**src/lcdm_pkg.sv**
```systemverilog
// Shared types, codes and character tables for the LCD meter display streamer.
// Used by lcdm_digits, lcdm_byte_gen and lcd_meter_display_streamer; no dependencies.
package lcdm_pkg;

    // Request payload: operation select and measured value.
    typedef struct packed {
        logic [1:0]  func;
        logic [31:0] value;
    } in_t;

    // Result payload: one shift register byte and the end-of-stream mark.
    typedef struct packed {
        logic [7:0] spi_byte;
        logic       last;
    } out_t;

    // Operation codes.
    localparam logic [1:0] FUNC_INIT = 2'd0;
    localparam logic [1:0] FUNC_RES  = 2'd1;
    localparam logic [1:0] FUNC_FREQ = 2'd2;

    // Shift register bits.
    localparam logic [7:0] EN_BIT = 8'h80;
    localparam logic [7:0] RS_BIT = 8'h40;

    // Display limits.
    localparam logic [31:0] MAX_RES  = 32'd9999;
    localparam logic [31:0] MAX_FREQ = 32'd99999;

    // Decimal conversion: a value up to 99999 fits in 17 bits and splits into at most five digits.
    localparam int          VAL_W    = 17;
    localparam int          DIGITS   = 5;
    localparam int          DIG_IDX_W = 3;
    // Reciprocal of ten scaled by 2**19; exact for every value below 2**17.
    localparam logic [15:0] RECIP10  = 16'd52429;
    localparam int          RECIP_SH = 19;

    // Nibble counts per stream (index of the final nibble).
    localparam logic [4:0] INIT_LAST_NIB = 5'd10;
    localparam logic [4:0] LINE_LAST_NIB = 5'd17;

    // Set-address commands for the two display lines.
    localparam logic [7:0] ADDR_LINE0 = 8'h80;
    localparam logic [7:0] ADDR_LINE1 = 8'hC0;

    // Nibble sent alone at the start of the init sequence.
    localparam logic [3:0] INIT_NIBBLE = 4'h2;

    localparam logic [7:0] CHAR_SPACE = 8'h20;
    localparam logic [7:0] CHAR_ZERO  = 8'h30;

    // Init command list after the first lone nibble.
    function automatic logic [7:0] init_cmd(input logic [2:0] idx);
        logic [7:0] cmd;
        case (idx)
            3'd0:    cmd = 8'h28;
            3'd1:    cmd = 8'h0C;
            3'd2:    cmd = 8'h06;
            3'd3:    cmd = 8'h01;
            3'd4:    cmd = 8'h80;
            default: cmd = 8'h00;
        endcase
        return cmd;
    endfunction

    // Overload text: "** OL **" for resistance, "** OL  *" for frequency.
    function automatic logic [7:0] ol_char(input logic [1:0] func, input logic [2:0] pos);
        logic [7:0] ch;
        case (pos)
            3'd0:    ch = 8'h2A;
            3'd1:    ch = 8'h2A;
            3'd2:    ch = CHAR_SPACE;
            3'd3:    ch = 8'h4F;
            3'd4:    ch = 8'h4C;
            3'd5:    ch = CHAR_SPACE;
            3'd6:    ch = (func == FUNC_FREQ) ? CHAR_SPACE : 8'h2A;
            default: ch = 8'h2A;
        endcase
        return ch;
    endfunction

    // Unit suffix: " Ohm" for resistance, " Hz " for frequency.
    function automatic logic [7:0] suffix_char(input logic [1:0] func, input logic [1:0] pos);
        logic [7:0] ch;
        case (pos)
            2'd0:    ch = CHAR_SPACE;
            2'd1:    ch = (func == FUNC_FREQ) ? 8'h48 : 8'h4F;
            2'd2:    ch = (func == FUNC_FREQ) ? 8'h7A : 8'h68;
            default: ch = (func == FUNC_FREQ) ? CHAR_SPACE : 8'h6D;
        endcase
        return ch;
    endfunction

    // Position of the stream, handed from the sequencer to the byte generator.
    typedef struct packed {
        logic [1:0] func;
        logic       ol;
        logic [4:0] nib;
        logic [1:0] phase;
    } pos_t;

endpackage

```
**src/lcdm_digits.sv**
```systemverilog
// Decimal digit extraction, one digit per cycle, least significant first.
// Depends on lcdm_pkg for widths and the reciprocal constant.
module lcdm_digits (
    input  logic                                      clk,
    input  logic                                      rst_n,
    input  logic                                      load,
    input  logic [lcdm_pkg::VAL_W-1:0]                load_value,
    output logic [lcdm_pkg::DIGITS-1:0][3:0]          digits,
    output logic [lcdm_pkg::DIG_IDX_W-1:0]            ndig
);

    localparam int PROD_W = lcdm_pkg::VAL_W + 16;

    logic [lcdm_pkg::VAL_W-1:0]           work_reg;
    logic [lcdm_pkg::DIG_IDX_W-1:0]       step_reg;
    logic [lcdm_pkg::DIGITS-1:0][3:0]     dig_reg;
    logic [lcdm_pkg::DIG_IDX_W-1:0]       ndig_reg;

    logic [PROD_W-1:0]                    prod;
    logic [lcdm_pkg::VAL_W-1:0]           quot;
    logic [lcdm_pkg::VAL_W-1:0]           times10;
    logic [3:0]                           rem;

    // Divide by ten with a reciprocal multiply, then take the remainder.
    always_comb
    begin
        prod    = PROD_W'(work_reg) * PROD_W'(lcdm_pkg::RECIP10);
        quot    = lcdm_pkg::VAL_W'(prod >> lcdm_pkg::RECIP_SH);
        times10 = (quot << 3) + (quot << 1);
        rem     = 4'(work_reg - times10);
    end

    // Step control: load restarts, then five steps run to completion.
    always_ff @(posedge clk or negedge rst_n)
    begin
        if (!rst_n)
        begin
            step_reg <= lcdm_pkg::DIG_IDX_W'(lcdm_pkg::DIGITS);
            ndig_reg <= lcdm_pkg::DIG_IDX_W'(1);
        end
        else if (load)
        begin
            step_reg <= '0;
            ndig_reg <= lcdm_pkg::DIG_IDX_W'(1);
        end
        else if (step_reg < lcdm_pkg::DIG_IDX_W'(lcdm_pkg::DIGITS))
        begin
            step_reg <= step_reg + 1'b1;
            // The highest nonzero digit sets the printed width.
            if (rem != 4'd0)
            begin
                ndig_reg <= step_reg + 1'b1;
            end
        end
    end

    // Working value and digit store.
    always_ff @(posedge clk)
    begin
        if (load)
        begin
            work_reg <= load_value;
        end
        else if (step_reg < lcdm_pkg::DIG_IDX_W'(lcdm_pkg::DIGITS))
        begin
            work_reg          <= quot;
            dig_reg[step_reg] <= rem;
        end
    end

    assign digits = dig_reg;
    assign ndig   = ndig_reg;

endmodule

```
**src/lcdm_byte_gen.sv**
```systemverilog
// Builds the shift register byte for one stream position from the digits.
// Depends on lcdm_pkg for the position struct, codes and character tables.
module lcdm_byte_gen (
    input  lcdm_pkg::pos_t                            pos,
    input  logic [lcdm_pkg::DIGITS-1:0][3:0]          digits,
    input  logic [lcdm_pkg::DIG_IDX_W-1:0]            ndig,
    output lcdm_pkg::out_t                            byte_out
);

    logic [2:0] cmd_idx;
    logic [7:0] cmd;
    logic [2:0] ch_pos;
    logic [1:0] lead_idx;
    logic [2:0] wide_idx;
    logic [7:0] ch;
    logic [7:0] lcd_byte;
    logic [3:0] nibble;
    logic       rs;
    logic       en;
    logic [4:0] last_nib;

    // Init command and character position from the nibble count.
    always_comb
    begin
        cmd_idx  = 3'((pos.nib - 5'd1) >> 1);
        cmd      = lcdm_pkg::init_cmd(cmd_idx);
        ch_pos   = 3'(pos.nib[4:1] - 4'd1);
        lead_idx = 2'(3'd3 - ch_pos);
        wide_idx = 3'(3'd4 - ch_pos);
    end

    // Character text: overload message, or number then unit suffix.
    always_comb
    begin
        if (pos.ol)
        begin
            ch = lcdm_pkg::ol_char(pos.func, ch_pos);
        end
        else if (ndig == lcdm_pkg::DIG_IDX_W'(lcdm_pkg::DIGITS))
        begin
            // Five digits fill the field; the suffix loses its last character.
            if (ch_pos < 3'd5)
            begin
                ch = lcdm_pkg::CHAR_ZERO | {4'h0, digits[wide_idx]};
            end
            else
            begin
                ch = lcdm_pkg::suffix_char(pos.func, 2'(ch_pos - 3'd5));
            end
        end
        else if (ch_pos < 3'd4)
        begin
            // Right-justified in four places with leading blanks.
            if (lcdm_pkg::DIG_IDX_W'(lead_idx) < ndig)
            begin
                ch = lcdm_pkg::CHAR_ZERO | {4'h0, digits[lead_idx]};
            end
            else
            begin
                ch = lcdm_pkg::CHAR_SPACE;
            end
        end
        else
        begin
            ch = lcdm_pkg::suffix_char(pos.func, ch_pos[1:0]);
        end
    end

    // Select the nibble and the RS bit for this position.
    always_comb
    begin
        lcd_byte = 8'h00;
        nibble   = 4'h0;
        rs       = 1'b0;
        if (pos.func == lcdm_pkg::FUNC_INIT)
        begin
            last_nib = lcdm_pkg::INIT_LAST_NIB;
            if (pos.nib == 5'd0)
            begin
                nibble = lcdm_pkg::INIT_NIBBLE;
            end
            else
            begin
                lcd_byte = cmd;
                nibble   = pos.nib[0] ? lcd_byte[7:4] : lcd_byte[3:0];
            end
        end
        else
        begin
            last_nib = lcdm_pkg::LINE_LAST_NIB;
            if (pos.nib < 5'd2)
            begin
                lcd_byte = (pos.func == lcdm_pkg::FUNC_FREQ) ? lcdm_pkg::ADDR_LINE1
                                                             : lcdm_pkg::ADDR_LINE0;
            end
            else
            begin
                lcd_byte = ch;
                rs       = 1'b1;
            end
            nibble = pos.nib[0] ? lcd_byte[3:0] : lcd_byte[7:4];
        end
    end

    // Each nibble is sent with EN low, high, then low.
    always_comb
    begin
        en                = (pos.phase == 2'd1);
        byte_out.spi_byte = (en ? lcdm_pkg::EN_BIT : 8'h00)
                          | (rs ? lcdm_pkg::RS_BIT : 8'h00)
                          | {4'h0, nibble};
        byte_out.last     = (pos.phase == 2'd2) && (pos.nib == last_nib);
    end

endmodule

```
**src/lcd_meter_display_streamer.sv**
```systemverilog
// Top level of the LCD meter display streamer: request register, byte sequencer
// and result register. Depends on lcdm_pkg, lcdm_digits and lcdm_byte_gen.
//
// A request (start high while busy is low) produces the full shift register byte
// stream for one LCD operation, one byte per clock on result with strobe high:
// 33 bytes for init and 54 bytes for a resistance or frequency write. The next
// request is taken in the cycle the final byte is formed, and streams follow each
// other without a gap. The first byte is on the result ports from the clock edge
// after the one that accepts the request.
// The receiver cannot stall: each byte is shown for exactly one cycle, and
// result.last marks the final byte. An unused func code is accepted and produces
// no bytes.
module lcd_meter_display_streamer (
    input  logic            clk,
    input  logic            rst_n,
    input  logic            start,
    input  lcdm_pkg::in_t   req,
    output logic            busy,
    output logic            strobe,
    output lcdm_pkg::out_t  result
);

    logic                                   accept;
    logic                                   active_reg;
    logic [1:0]                             func_reg;
    logic                                   ol_reg;
    logic [4:0]                             nib_reg;
    logic [1:0]                             phase_reg;
    logic                                   strobe_reg;
    lcdm_pkg::out_t                         result_reg;
    logic                                   ol_next;
    lcdm_pkg::pos_t                         pos;
    lcdm_pkg::out_t                         gen_byte;
    logic [lcdm_pkg::DIGITS-1:0][3:0]       digits;
    logic [lcdm_pkg::DIG_IDX_W-1:0]         ndig;

    assign accept = start && !busy;
    assign busy   = active_reg && !gen_byte.last;

    // Values the display cannot show are replaced by the overload text.
    always_comb
    begin
        if (req.func == lcdm_pkg::FUNC_FREQ)
        begin
            ol_next = (req.value == 32'd0) || (req.value > lcdm_pkg::MAX_FREQ);
        end
        else
        begin
            ol_next = (req.value > lcdm_pkg::MAX_RES);
        end
    end

    // Decimal digits of the value, ready before the first character is sent.
    lcdm_digits u_digits (
        .clk        (clk),
        .rst_n      (rst_n),
        .load       (accept),
        .load_value (req.value[lcdm_pkg::VAL_W-1:0]),
        .digits     (digits),
        .ndig       (ndig)
    );

    // Current stream position.
    always_comb
    begin
        pos.func  = func_reg;
        pos.ol    = ol_reg;
        pos.nib   = nib_reg;
        pos.phase = phase_reg;
    end

    lcdm_byte_gen u_byte_gen (
        .pos      (pos),
        .digits   (digits),
        .ndig     (ndig),
        .byte_out (gen_byte)
    );

    // Byte sequencer: three phases per nibble, nibbles until the last byte.
    always_ff @(posedge clk or negedge rst_n)
    begin
        if (!rst_n)
        begin
            active_reg <= 1'b0;
            func_reg   <= lcdm_pkg::FUNC_INIT;
            ol_reg     <= 1'b0;
            nib_reg    <= '0;
            phase_reg  <= '0;
        end
        else if (accept)
        begin
            active_reg <= (req.func == lcdm_pkg::FUNC_INIT)
                       || (req.func == lcdm_pkg::FUNC_RES)
                       || (req.func == lcdm_pkg::FUNC_FREQ);
            func_reg   <= req.func;
            ol_reg     <= ol_next;
            nib_reg    <= '0;
            phase_reg  <= '0;
        end
        else if (active_reg)
        begin
            if (gen_byte.last)
            begin
                active_reg <= 1'b0;
            end
            else if (phase_reg == 2'd2)
            begin
                phase_reg <= '0;
                nib_reg   <= nib_reg + 1'b1;
            end
            else
            begin
                phase_reg <= phase_reg + 1'b1;
            end
        end
    end

    // Result strobe.
    always_ff @(posedge clk or negedge rst_n)
    begin
        if (!rst_n)
        begin
            strobe_reg <= 1'b0;
        end
        else
        begin
            strobe_reg <= active_reg;
        end
    end

    // Result payload.
    always_ff @(posedge clk)
    begin
        result_reg <= gen_byte;
    end

    assign strobe = strobe_reg;
    assign result = result_reg;

endmodule
```
**config.mk**
```make
export PLATFORM = sky130hd
export DESIGN_NAME = lcd_meter_display_streamer
export DESIGN_NICKNAME = d
export VERILOG_FILES = /design/src/lcdm_pkg.sv /design/src/lcdm_digits.sv /design/src/lcdm_byte_gen.sv /design/src/lcd_meter_display_streamer.sv
export SDC_FILE = /design/constraint.sdc
export NUM_CORES = 1
export LEC_CHECK = 0
export BUFFER_PORTS_ARGS = -buffer_cell sky130_fd_sc_hd__buf_4
export CORE_ASPECT_RATIO = 1.25
export CORE_MARGIN = 2
export CORE_UTILIZATION = 35
export CTS_CLUSTER_DIAMETER = 200
export DETAILED_ROUTE_END_ITERATION = 10
export SETUP_SLACK_MARGIN = 0.02
export SLEW_MARGIN = 20
export SYNTH_ARGS = -nofsm -noshare
export SYNTH_HDL_FRONTEND = slang
export SYNTH_SLANG_ARGS = --single-unit
```
**constraint.sdc**
```tcl
create_clock -name clk -period 13.15 [get_ports clk]
set_clock_uncertainty 0.05 [all_clocks]
set_input_delay 1.9725 -clock clk [delete_from_list [all_inputs] [get_ports clk]]
set_output_delay 1.9725 -clock clk [all_outputs]
set_load 0.03 [all_outputs]
```
# Word level (Yosys, flattened, before mapping)
# Index checks and enable logic that the tools add are counted.
# totals
output_inout_bits,11
reg_bits,64
# op_classes
n_eq_ne,21
n_mux,50
bitwise_logic,3
n_reduce_logical,26
mul,1
order_cmp,11
add_sub_neg,10
# op_table
cell,count
$mux 8,6
$pmux 8 s3,2
$pmux 8 s5,1
$mux 5,7
$mux 17,2
$mul 17x16->33 const B,1
$gt 32x14->1 const B,1
$gt 32x17->1 const B,1
$logic_not 32->1,1
$mux 4,8
$pmux 8 s4,1
$mux 7,3
$bwmux 20,1
$mux 3,6
$eq 3x3->1 const B,5
$bmux 4 s3,1
$demux 4 s3,1
$eq 3x2->1 const B,4
$eq 2x2->1 const B,5
$lt 3x3->1 const B,3
$bmux 4 s2,1
$eq 2x1->1 const B,4
$logic_not 2->1,4
$lt 3x4->1 const B,2
32 further kinds,51

# Depth between registers and ports, before layout
# depth
ltp_word,12
ltp_mapped,24
depth_no_buf,24

# By module
# Synthesis repeated with hierarchy kept, for this count alone.
# hier_totals
hier_cells,886
area_unflattened_um2,8712.1
# by_module_without_submodules
module,area_per_inst_um2,instances,cells_per_inst
lcdm_digits,6612.6,1,637
lcdm_byte_gen,1251.2,1,165
lcd_meter_display_streamer,848.3,1,84

# Least setup slack after synthesis
# No wires, ideal clock.
# synth_path
path_kind,register to register
start,register u_digits.work_reg[7] (netlist name)
end,register u_digits.ndig_reg (netlist bit u_digits.ndig[2])
n_path_buf,0
t_arrival_ns,6.071
required_ns,12.976
stages_incl_launch_ff,22
synth_period_minus_slack_ns,6.245
path_slack_ns,6.905
cell_sequence,edfxtp_1 ha_1 inv_1 fa_1 inv_1 fa_1 fa_1 fa_1 inv_1 fa_1 inv_1 ha_1 nand2_1 o21bai_1 or3_2 or3_1 and3_1 ha_1 xnor2_1 nor4_4 and2_2 a211o_1
# synth_via
elab_chain_cells,6
# synth_rtl
item,line_no,source
start: declaration,lcdm_digits.sv:14,logic [lcdm_pkg::VAL_W-1:0] work_reg;
start signal: assignment,lcdm_digits.sv:62,work_reg <= load_value;
start signal: assignment,lcdm_digits.sv:66,work_reg <= quot;
$mul 17x16->33,lcdm_digits.sv:27,prod = PROD_W'(work_reg) * PROD_W'(lcdm_pkg::RECIP10);
$add 4x4->4,lcdm_digits.sv:29,times10 = (quot << 3) + (quot << 1);
$sub 4x4->4,lcdm_digits.sv:30,rem = 4'(work_reg - times10);
named net u_digits.rem[2],lcdm_digits.sv:22,logic [3:0] rem;
$reduce_bool 4->1,lcdm_digits.sv:50,if (rem != 4'd0)
$reduce_bool 2->1 (no source line),--,
$reduce_and 2->1 (no source line),--,
end signal: assignment,lcdm_digits.sv:39,ndig_reg <= lcdm_pkg::DIG_IDX_W'(1);
end signal: assignment,lcdm_digits.sv:44,ndig_reg <= lcdm_pkg::DIG_IDX_W'(1);
end signal: assignment,lcdm_digits.sv:52,ndig_reg <= step_reg + 1'b1;
end: declaration,lcdm_digits.sv:17,logic [lcdm_pkg::DIG_IDX_W-1:0] ndig_reg;
# The timed path passes the listed nets, and every way through them passes these cells.
# A chain may end at the register's enable or synchronous reset.

# Worst setup path after layout
# Same ends and word-level chain as after synthesis.

==> metrics <==
top_reg_cell synth=edfxtp_1; register area=0.00171 mm²; number of synthesized flops with an enable pin=37; Critical Path Sink=u_digits.ndig[2]; Compound-Gate Fraction of Synth Area=0.0972; Area Growth Syn to Fin=12.3%; Syn Area/Cell=9.77 µm²; Global Route Usage Sum=0.163; Hold Fails Final Rpt=0; Final Instance Area=0.00947 mm²; status=completed; sequential-to-total area share from yosys stat=0.202; Multi-input gate area=0.00591 mm²; WL met2=9840 µm; largest family of logic cells by synthesized area=adder cells; Rel. slew slack=0.385; Worst Path Arrival=6880 ps; area post-placement=0.00911 mm²; Worst Hold Class=reg -> reg; initial antenna violation count=0; Gate Count Post-Synth=863; Starting Density=0.355; Tcrit/Tclk final=0.510; Clk pin slew, worst setup/hold paths=60 ps; CP Launch Type=register; vias per std cell=4.87; Max clock buf depth=2; worst hold-check slack=459 ps; Worst Hold Depth=1; post-route setup slack=6440 ps; PortBufs=45; reg2reg start=u_digits.work_reg[7]; Starting DRT DRC Count=242; crit-path cells=ha_1, inv_1, fa_1, inv_1, fa_1, fa_1, fa_1, inv_1, fa_1, inv_1, ha_1, nand2_1, o21bai_1, or3_2, or3_1, and3_1, ha_1, xnor2_1, nor4_4, and2_2, a211o_1; Worst-Margin Slew=920 ps; Critical Path Start=u_digits.work_reg[7]; Top Metal Used=met4; final estimated routing congestion in global placement=0.920; Fillers=2337; worst slack at placement=6420 ps; row cnt=63; most frequent CP cell=fa_1; reg-to-reg slack, setup=6440 ps; DR WL/cell=15.6 µm; Max-cap violations=0; CP max-delay cell=fa_1; simple-gate portion of the synthesized area=0.110; ANT nets after route=0; asr flop ratio synth=0.290; CTS tree=yes; Largest register FFs=20; setup violators final=0; met3 WL post-DR=529 µm; crit end category=register; R2R depth=21; Crit Path Max Fanout=6; post-DP HPWL=16600 µm; Synth Area in Adders=0.435; Synth Cell Area=0.00843 mm²; largest net degree at the start of global routing=31; RR Endpoint=u_digits.ndig[2]; I/O pins=48; multiplexer area fraction after synthesis=0.0266; share of cells above drive strength 1=0.104; fin crit period=6710 ps; XOR/XNOR Fraction of Synth Area=0.0318; H-tree depth=3; vias=6011; total CTS buffers=9; FF+latch count, synth=62; nets=1182; final setup TNS=0 ps; hold_buf cts=0; Sink Count=62; Skew-Pair Late Insertion Delay=330 ps; vias in the first global route=6476; final WL=19200 µm; first-pass GRT wire length=32200 µm; core area=0.0237 mm²; RSZ-0062 raised after global routing=false; DIE WIDTH=143 µm; Post-CTS Resized=0; Max Slew Vio Count=0; ant diodes=0; synth unique cells=71; DRC=0; area of the die=0.0253 mm²; Met1 Routed Length=8200 µm; first drt pass iteration count=4; global route overflow=0; critical path class=reg -> reg; worst path required time=13320 ps; synth warn=0; Die Y=178 µm; Root Driver=clkbuf_16; Fmax=0.149 GHz; postcts setup bufs=0; Crit path largest cell delay=540 ps
-- routing by layer --
layer | up-vias | global-route usage
li1 | 2951 | -
met1 | 2914 | 0.201
met2 | 109 | 0.290
met3 | 37 | 0.0138
met4 | 0 | 0.0701
met5 | - | 0
-- cell usage after synthesis, drive strengths merged (5+ instances only) --
cell type,n,share of area
edfxtp,37,0.13
nor2b,10,0.0074
nand2,53,0.024
or3,6,0.0046
clkbuf,8,0.0036
o21a,5,0.0045
nand2b,8,0.0059
nor3,14,0.0095
nand4,5,0.0045
and3,12,0.0089
o31ai,5,0.0061
a31oi,5,0.0037
nor2,45,0.020
o21ai,29,0.018
a21oi,35,0.022
a21o,6,0.0053
dfrtp,15,0.045
fa,88,0.21
inv,198,0.088
dfxtp,7,0.017
xnor2,13,0.014
buf,9,0.0058
nor4,12,0.011
mux4,8,0.021
ha,152,0.23
nand3,11,0.0065
xor2,14,0.015
-- kinds of logic (layout without fill, tap and decap cells) --
logic type                 count (synthesis)  count (layout)
DFF                                       62              62
AOI/OAI and AO/OA                        121             121
buffers and inverters                    215             261
muxes                                     12              12
xor gates and xnor gates                  28              28
adders and majority gates                240             240
other                                      1               2
and+or+nand+nor                          184             184
-- how the worst min path moves through the flow --
stage | start | endpoint
6_report | phase_reg[1] | result[8]
5_1_grt | phase_reg[1] | result[8]
4_1_cts | phase_reg[1] | result[8]
3_5_place_dp | phase_reg[1] | result[8]
3_3_place_gp | phase_reg[1] | result[8]
2_1_floorplan | active_reg | strobe
-- worst max-delay path, delay by kind of cell, from the launching register on --
family                   cells  cell delay, ps
adder cells (fa/ha/maj)      8            3540
AND/OR/NAND/NOR              6            1440
flip-flops                   1             480
XOR/XNOR                     1             460
AO/OA/AOI/OAI                2             370
buffers and inverters        4             260
-- final cells by class --
class,count,share of cell area
multi-input combinational,587,0.624
sequential,62,0.180
inverter,198,0.0785
tap,325,0.0430
timing repair buffer,47,0.0373
clock buffer,9,0.0238
clock inverter,7,0.0135
-- metrics by stage --
| step | cells | utilization |
|---|---|---|
| final | 1235 | 0.399 |
| after global routing | 1235 | 0.399 |
| after floorplan | 864 | - |
| after CTS | 1235 | 0.399 |
| after detailed placement | 1219 | 0.384 |
| after global placement | 1219 | 0.384 |
-- cells in the final DEF (no fill, tap or decap), types with 14 or more instances in the layout --
cell      Yosys  layout
xor2_1       14      14
o21ai_0      26      26
buf_4         2      47
inv_1       198     198
ha_1        152     152
edfxtp_1     37      37
fa_1         88      88
nand2_1      52      52
dfrtp_1      15      15
a21oi_1      34      34
nor2_1       45      45
Power is left out: the tool's default activity adds up to more than one toggle a clock period on the data nets, which glitch-free logic cannot reach.
